--- src/rtl/pa_perm_pkg.sv ---
// Shared widths, codes and reset values for the pedal assist permission unit.
package pa_perm_pkg;

	localparam int GRACE_WIDTH_DEF = 24;

	localparam int STEPS_W  = 8;
	localparam int LOAD_W   = 16;
	localparam int TICKS_W  = 24;
	localparam int DELTA_W  = 16;
	localparam int CFG_W    = 24;
	localparam int CFG_IDX_W = 2;
	localparam int LEFT_W   = 24;

	localparam logic [CFG_IDX_W-1:0] CFG_REQUIRED_STEPS = 2'd0;
	localparam logic [CFG_IDX_W-1:0] CFG_ENGAGE_LOAD    = 2'd1;
	localparam logic [CFG_IDX_W-1:0] CFG_GRACE_TICKS    = 2'd2;

	localparam logic [STEPS_W-1:0] REQUIRED_STEPS_RST = 8'd2;
	localparam logic [LOAD_W-1:0]  ENGAGE_LOAD_RST    = 16'd0;
	localparam logic [TICKS_W-1:0] GRACE_TICKS_RST    = 24'd20000;

	localparam logic [2:0] STATE_STOPPED  = 3'd0;
	localparam logic [2:0] STATE_STARTING = 3'd1;
	localparam logic [2:0] STATE_FORWARD  = 3'd2;
	localparam logic [2:0] STATE_STOPPING = 3'd3;
	localparam logic [2:0] STATE_REVERSE  = 3'd4;
	localparam logic [2:0] STATE_INVALID  = 3'd5;

	localparam logic [1:0] SESSION_COLD      = 2'd0;
	localparam logic [1:0] SESSION_ACTIVE    = 2'd1;
	localparam logic [1:0] SESSION_SUSPENDED = 2'd2;

endpackage

--- src/rtl/pedal_assist_permission_fsm_unit.sv ---
// Pedal assist permission state machine: input register, one-pass update, result register.
//
//  channel | direction | handshake            | contents
//  --------+-----------+----------------------+------------------------------------------
//  in      | in        | in_valid / in_ready  | sensor flags, step count, load, tick delta
//  out     | out       | out_valid / out_ready| state, permission, pulses, flags, grace, session
//  cfg     | in        | cfg_we               | cfg_index, cfg_data (no read-back)
//
// One word per cycle while the output is not stalled, via input and result registers.
// The mode, grace counter and resume latch update as the word leaves the input register.
// Reset restores the register defaults and the stopped mode; no clearing pass.
// A stalled output holds its word; the input register keeps taking words while it is empty
// or moving on, so one word waits inside while the output is held.
module pedal_assist_permission_fsm_unit #(
	parameter int GRACE_WIDTH = pa_perm_pkg::GRACE_WIDTH_DEF
) (
	input  logic                                clk,
	input  logic                                arst_n,
	input  logic                                cfg_we,
	input  logic [pa_perm_pkg::CFG_IDX_W-1:0]   cfg_index,
	input  logic [pa_perm_pkg::CFG_W-1:0]       cfg_data,
	input  logic                                in_valid,
	output logic                                in_ready,
	input  logic                                dir_inhibit,
	input  logic                                inhibit_reverse,
	input  logic                                cut_active,
	input  logic                                level_zero,
	input  logic                                cadence_sensor_ok,
	input  logic                                torque_sensor_ok,
	input  logic                                pedal_fwd,
	input  logic [pa_perm_pkg::STEPS_W-1:0]     step_count,
	input  logic [pa_perm_pkg::LOAD_W-1:0]      load_level,
	input  logic                                crank_timed_out,
	input  logic                                wheel_moving,
	input  logic [pa_perm_pkg::DELTA_W-1:0]     tick_delta,
	output logic                                out_valid,
	input  logic                                out_ready,
	output logic [2:0]                          state_code,
	output logic                                assist_allow,
	output logic                                engage_pulse,
	output logic                                resume_pulse,
	output logic                                hard_block,
	output logic                                dir_blocked,
	output logic                                in_stopping,
	output logic [pa_perm_pkg::LEFT_W-1:0]      grace_left,
	output logic [1:0]                          session_code
);

	// compare width wide enough for the grace counter, the grace register and the delta
	localparam int CMP_W = (GRACE_WIDTH > pa_perm_pkg::TICKS_W) ? GRACE_WIDTH
		: pa_perm_pkg::TICKS_W;

	typedef enum logic [2:0] {
		MODE_STOPPED  = pa_perm_pkg::STATE_STOPPED,
		MODE_STARTING = pa_perm_pkg::STATE_STARTING,
		MODE_FORWARD  = pa_perm_pkg::STATE_FORWARD,
		MODE_STOPPING = pa_perm_pkg::STATE_STOPPING,
		MODE_REVERSE  = pa_perm_pkg::STATE_REVERSE,
		MODE_INVALID  = pa_perm_pkg::STATE_INVALID
	} mode_t;

	typedef struct packed {
		logic                            dir_inh;
		logic                            inh_rev;
		logic                            cut;
		logic                            off;
		logic                            cad_ok;
		logic                            trq_ok;
		logic                            fwd;
		logic [pa_perm_pkg::STEPS_W-1:0] steps;
		logic [pa_perm_pkg::LOAD_W-1:0]  load;
		logic                            timed_out;
		logic                            rolling;
		logic [pa_perm_pkg::DELTA_W-1:0] delta;
	} tick_t;

	logic [pa_perm_pkg::STEPS_W-1:0] required_steps_q;
	logic [pa_perm_pkg::LOAD_W-1:0]  engage_load_q;
	logic [pa_perm_pkg::TICKS_W-1:0] grace_ticks_q;

	mode_t                  mode_q;
	logic [GRACE_WIDTH-1:0] grace_q;
	logic                   latch_q;

	logic  valid_s1;
	tick_t tick_s1;
	logic  advance;

	mode_t                  mode_d;
	logic [GRACE_WIDTH-1:0] grace_d;
	logic                   latch_d;
	logic                   engaged;
	logic                   terminal;
	logic                   steps_enough;
	logic                   load_enough;
	logic [CMP_W-1:0]       ticks_ext;
	logic [CMP_W-1:0]       grace_max_ext;
	logic [GRACE_WIDTH-1:0] grace_load;
	logic [CMP_W-1:0]       used_ext;
	logic [1:0]             session_d;

	assign advance  = valid_s1 && (!out_valid || out_ready);
	assign in_ready = !valid_s1 || advance;

	always_ff @(posedge clk or negedge arst_n) begin
		if (!arst_n) begin
			required_steps_q <= pa_perm_pkg::REQUIRED_STEPS_RST;
			engage_load_q    <= pa_perm_pkg::ENGAGE_LOAD_RST;
			grace_ticks_q    <= pa_perm_pkg::GRACE_TICKS_RST;
		end else if (cfg_we) begin
			case (cfg_index)
				pa_perm_pkg::CFG_REQUIRED_STEPS: begin
					required_steps_q <= cfg_data[pa_perm_pkg::STEPS_W-1:0];
				end
				pa_perm_pkg::CFG_ENGAGE_LOAD: begin
					engage_load_q <= cfg_data[pa_perm_pkg::LOAD_W-1:0];
				end
				pa_perm_pkg::CFG_GRACE_TICKS: begin
					grace_ticks_q <= cfg_data[pa_perm_pkg::TICKS_W-1:0];
				end
				default: begin
					// unknown index: drop the write
				end
			endcase
		end
	end

	always_ff @(posedge clk or negedge arst_n) begin
		if (!arst_n) begin
			valid_s1 <= 1'b0;
		end else if (in_ready) begin
			valid_s1 <= in_valid;
		end
	end

	always_ff @(posedge clk) begin
		if (in_ready && in_valid) begin
			tick_s1 <= '{dir_inh: dir_inhibit, inh_rev: inhibit_reverse,
				cut: cut_active, off: level_zero, cad_ok: cadence_sensor_ok,
				trq_ok: torque_sensor_ok, fwd: pedal_fwd, steps: step_count,
				load: load_level, timed_out: crank_timed_out, rolling: wheel_moving,
				delta: tick_delta};
		end
	end

	assign terminal  = tick_s1.dir_inh || tick_s1.cut || tick_s1.off ||
		!tick_s1.cad_ok || !tick_s1.trq_ok;
	assign steps_enough = tick_s1.steps >= required_steps_q;
	assign load_enough  = (engage_load_q == '0) || (tick_s1.load >= engage_load_q);

	// saturate the grace register at the counter maximum
	assign ticks_ext     = CMP_W'(grace_ticks_q);
	assign grace_max_ext = CMP_W'({GRACE_WIDTH{1'b1}});
	assign grace_load    = (ticks_ext > grace_max_ext) ? GRACE_WIDTH'(grace_max_ext)
		: GRACE_WIDTH'(ticks_ext);

	// a zero delta counts as one tick
	assign used_ext = (tick_s1.delta == '0) ? CMP_W'(1) : CMP_W'(tick_s1.delta);

	always_comb begin
		mode_d  = mode_q;
		grace_d = grace_q;
		latch_d = latch_q;
		engaged = 1'b0;
		if (tick_s1.dir_inh) begin
			mode_d  = tick_s1.inh_rev ? MODE_REVERSE : MODE_INVALID;
			grace_d = '0;
			latch_d = 1'b0;
		end else if (terminal) begin
			mode_d  = MODE_STOPPED;
			grace_d = '0;
			latch_d = 1'b0;
		end else begin
			case (mode_q)
				MODE_REVERSE, MODE_INVALID: begin
					mode_d  = MODE_STOPPED;
					latch_d = 1'b0;
				end
				MODE_STOPPED: begin
					if (tick_s1.fwd) mode_d = MODE_STARTING;
				end
				MODE_STARTING: begin
					if (!tick_s1.fwd) begin
						mode_d = MODE_STOPPED;
					end else if (steps_enough && load_enough) begin
						mode_d  = MODE_FORWARD;
						engaged = 1'b1;
					end
				end
				MODE_FORWARD: begin
					if (!tick_s1.fwd) begin
						mode_d  = MODE_STOPPING;
						grace_d = grace_load;
						latch_d = 1'b1;
					end
				end
				default: begin
					// stopping, and any stray code, counts the grace down, re-engages forward or drops to stopped
					if (tick_s1.timed_out && !tick_s1.rolling) begin
						mode_d  = MODE_STOPPED;
						grace_d = '0;
						latch_d = 1'b0;
					end else if (tick_s1.fwd && load_enough) begin
						mode_d  = MODE_FORWARD;
						engaged = 1'b1;
					end else if (used_ext >= CMP_W'(grace_q)) begin
						mode_d  = MODE_STOPPED;
						grace_d = '0;
						latch_d = 1'b0;
					end else begin
						grace_d = grace_q - GRACE_WIDTH'(used_ext);
					end
				end
			endcase
		end
	end

	always_comb begin
		case (mode_d)
			MODE_FORWARD, MODE_STOPPING: session_d = pa_perm_pkg::SESSION_ACTIVE;
			MODE_REVERSE, MODE_INVALID:  session_d = pa_perm_pkg::SESSION_SUSPENDED;
			default:                     session_d = pa_perm_pkg::SESSION_COLD;
		endcase
	end

	always_ff @(posedge clk or negedge arst_n) begin
		if (!arst_n) begin
			mode_q    <= MODE_STOPPED;
			grace_q   <= '0;
			latch_q   <= 1'b0;
			out_valid <= 1'b0;
		end else begin
			if (advance) begin
				mode_q  <= mode_d;
				grace_q <= grace_d;
				// an engagement consumes the latch
				latch_q <= latch_d && !engaged;
			end
			if (advance) begin
				out_valid <= 1'b1;
			end else if (out_ready) begin
				out_valid <= 1'b0;
			end
		end
	end

	always_ff @(posedge clk) begin
		if (advance) begin
			state_code       <= mode_d;
			assist_allow     <= (mode_d == MODE_FORWARD);
			engage_pulse     <= engaged;
			resume_pulse     <= engaged && latch_d;
			hard_block       <= terminal;
			dir_blocked      <= tick_s1.dir_inh;
			in_stopping      <= (mode_d == MODE_STOPPING);
			grace_left       <= pa_perm_pkg::LEFT_W'(CMP_W'(grace_d));
			session_code     <= session_d;
		end
	end

endmodule

--- config.mk ---
export PLATFORM = sky130hd
export DESIGN_NAME = pedal_assist_permission_fsm_unit
export DESIGN_NICKNAME = d
export VERILOG_FILES = /design/src/rtl/pa_perm_pkg.sv /design/src/rtl/pedal_assist_permission_fsm_unit.sv
export SDC_FILE = /design/constraint.sdc
export NUM_CORES = 1
export LEC_CHECK = 0
export BUFFER_PORTS_ARGS = -buffer_cell sky130_fd_sc_hd__buf_2
export CAP_MARGIN = 40
export CORE_MARGIN = 2
export CORE_UTILIZATION = 56
export DETAILED_ROUTE_END_ITERATION = 7
export PLACE_DENSITY = 0.78
export SLEW_MARGIN = 15
export SYNTH_ARGS = -nofsm -noshare
export SYNTH_HDL_FRONTEND = slang
export SYNTH_SLANG_ARGS = --single-unit
--- constraint.sdc ---
create_clock -name clk -period 5 [get_ports clk]
set_clock_uncertainty 0.1 [all_clocks]
set_input_delay 0.5 -clock clk [delete_from_list [all_inputs] [get_ports clk]]
set_output_delay 0.5 -clock clk [all_outputs]
set_load 0.02 [all_outputs]
==> results_dict.tcl <==
set metrics [dict create \
    p_sw_frac 0.256 \
    synth-edff-count 84 \
    cts_resized 0 \
    n_antenna_cell 0 \
    syn_area_sq_mm 0.00826 \
    nets 953 \
    worstPathArrival_ns 4.37 \
    fp.dieW_um 125 \
    cp_slowest_cell "a21oi_2" \
    rows 44 \
    layout_common_cells "buf_2 (116), edfxtp_1 (84), dfrtp_1 (72)" \
    layout-drive-gt1-share 0.280 \
    first_iter_violations 745 \
    vias 6412 \
    yosys_warnings 0 \
    async_reset_ff_frac 0.481 \
    hold_viol 0 \
    clk_latency_ns 0.44 \
    drtPass1Iterations 6 \
    max_freq_ghz 0.233 \
    setup_viol 0 \
    critPathMaxFanout 11 \
    pwr_density_cell_mw_per_mm2 364 \
    track_usage 0.280 \
    maxCapViolCount 0 \
    grt_pass1_wl_mm 34.2 \
    worst_pin_slew_ns 0.873 \
    cts_max_level 4 \
    cts.sinks 162 \
    min_period_ns 4.30 \
    crit_path_frequent_cell "o21a_1" \
    place_congestion 0.910 \
    layout-area-overhead-vs-synth_pct 17.9 \
    tns_ns 0 \
    synth_top_flop_cell "edfxtp_1" \
    portBuffers 116 \
    numCtsBuffers 17 \
    status "complete, no violations" \
    yosysSeqAreaShare 0.543 \
    hp-class "in2async" \
    io_pins 117 \
    yosysUniqueCellTypes 71 \
    ys_ff_latch 162 \
    gr-total-overflow 0 \
    intPower_mw 2.64 \
    syn_inst 715 \
    worstPathCellList "nor4_1 -> a41o_1 -> ha_1 -> inv_1 -> fa_1 -> a211oi_1 -> o21a_1 -> a21oi_1 -> a211o_1 -> o21a_1 -> a21oi_2 -> nor3_1 -> a221o_1" \
    path_class "reg2reg" \
    cts_setup_buffers 0 \
    clock_power_share 0.410 \
    via_per_inst 6.23 \
    route.detailed.drc 0 \
    final_common_cell "buf_2" \
    dieArea_sq_mm 0.0157 \
    grt_start_max_net_pins 50 \
    grt_setup_unrepaired "no" \
    core_sq_mm 0.0145 \
    dp_hpwl_mm 15.1 \
    syn_nets 836 \
    critPathLaunch "tick_s1[1]" \
    clkSlewWorstSetupHoldPaths_ns 0.06 \
    vdd_drop_max_mv 0.318 \
    cp.required_ns 5.08 \
    slowest_delay_ns 0.46 \
    period_share 0.859 \
    holdBufCountCts 0 \
    power.leakage_nw 4.23 \
    worstSetupEndpointType "flop" \
    start_util 0.570 \
    clk_path_buf_depth 2 \
    holdWs_ns 0.0158 \
    p_seq_frac 0.457 \
    cp-start-kind "flop" \
    pre_cts_ws_ns 0.746 \
    drv_slew 0 \
    grt_antenna_before_repair 0 \
    clk_root_buffer_cell "clkbuf_16" \
    dieHeight_um 125 \
    grt_pass1_vias 6604 \
    wire_per_inst_um 20.5 \
    r2r-start "tick_s1[1]" \
    syn-mean-instance-area_sq_um 11.5 \
    p_sw_uw 906 \
    combPwrFrac 0.133 \
    drt_wl_total_mm 21.1 \
    antenna_left 0 \
    maxSlewHeadroom 0.417 \
    cts_tree "done" \
    worst_slack_ns 0.704 \
]
-- per-layer routing --
metal | routed length (um) | global-route usage | up-vias
li1 | - | - | 2931
met1 | 8470 | 0.359 | 3102
met2 | 10300 | 0.459 | 316
met3 | 1470 | 0.0603 | 63
met4 | 902 | 0.126 | 0
met5 | 0 | 0 | -
-- cell families after synthesis --
group / synth area share
and+or+nand+nor: 0.102
xor gates and xnor gates: 0.0148
buffers and inverters: 0.0392
adders and majority gates: 0.0630
DFF: 0.543
muxes: 0.0735
AOI/OAI and AO/OA: 0.164
-- through the flow --
| stage | instances | cell area, sq um | power (mW) | utilization |
|---|---|---|---|---|
| finish | 1029 | 9740 | 3.54 | 0.673 |
| CTS | 1029 | 9740 | 3.56 | 0.673 |
| global route | 1029 | 9740 | 3.68 | 0.673 |
| global placement | 993 | 9010 | 2.07 | 0.622 |
| floorplan | 715 | 8260 | 1.92 | - |
| detailed placement | 997 | 9070 | 2.10 | 0.627 |
-- worst paths after layout --
| check | cells after the start | slack [ns] | to |
|---|---|---|---|
| max | 13 | 0.70 | grace_left[23] |
| max reg2reg | 13 | 0.70 | grace_left[23] |
| min | 1 | 0.02 | grace_ticks_q[23] |
| max in group asynchronous | 2 | 3.69 | grace_q[11] |
| min in group clk | 1 | 0.13 | tick_s1[17] |
| min reg2reg | 1 | 0.40 | out_valid |
-- cells in the mapped netlist (all sizes together) (13+ instances only) --
| library cell | number | area, sq um |
|---|---|---|
| a21o | 13 | 97.6 |
| o21ai | 44 | 224 |
| nand2 | 37 | 139 |
| ha | 40 | 500 |
| mux2 | 53 | 597 |
| dfrtp | 72 | 1800 |
| nor2 | 34 | 133 |
| inv | 53 | 199 |
| edfxtp | 84 | 2520 |
| clkbuf | 25 | 93.8 |
| nor3 | 17 | 85.1 |
| a21oi | 46 | 241 |
-- flip-flops by register name, summed over array words and instances, names as in the netlist, 2 cells and up --
name / flops
engage_load_q: 16
state_code: 3
grace_q: 24
mode_q: 3
grace_ticks_q: 24
session_code: 2
tick_s1: 49
required_steps_q: 8
grace_left: 24
-- worst max-delay path: cells and delay by family, from the launching register on --
kind / cells / cell delay, ns
adders and majority gates: 2 / 0.60
AOI/OAI and AO/OA: 8 / 2.42
and+or+nand+nor: 2 / 0.47
buffers and inverters: 1 / 0.07
DFF: 1 / 0.40
-- power by group through the flow --
stage	Clock (mW)	Sequential (mW)	Combinational, mW
finish	1.45	1.62	0.470
CTS	1.47	1.62	0.470
global route	1.52	1.63	0.520
global placement	0	1.64	0.432
detailed placement	0	1.64	0.461
floorplan	0	1.64	0.288
-- cell type report --
class	count	area [sq um]
well taps	184	230
clock inverters	14	226
inverters	53	199
multi-input cells	471	3460
flip-flops and latches	162	4480
fillers	1083	4740
repair buffers	127	698
clock buffers	18	439
No activity file was read; power rests on OpenSTA's default activity.
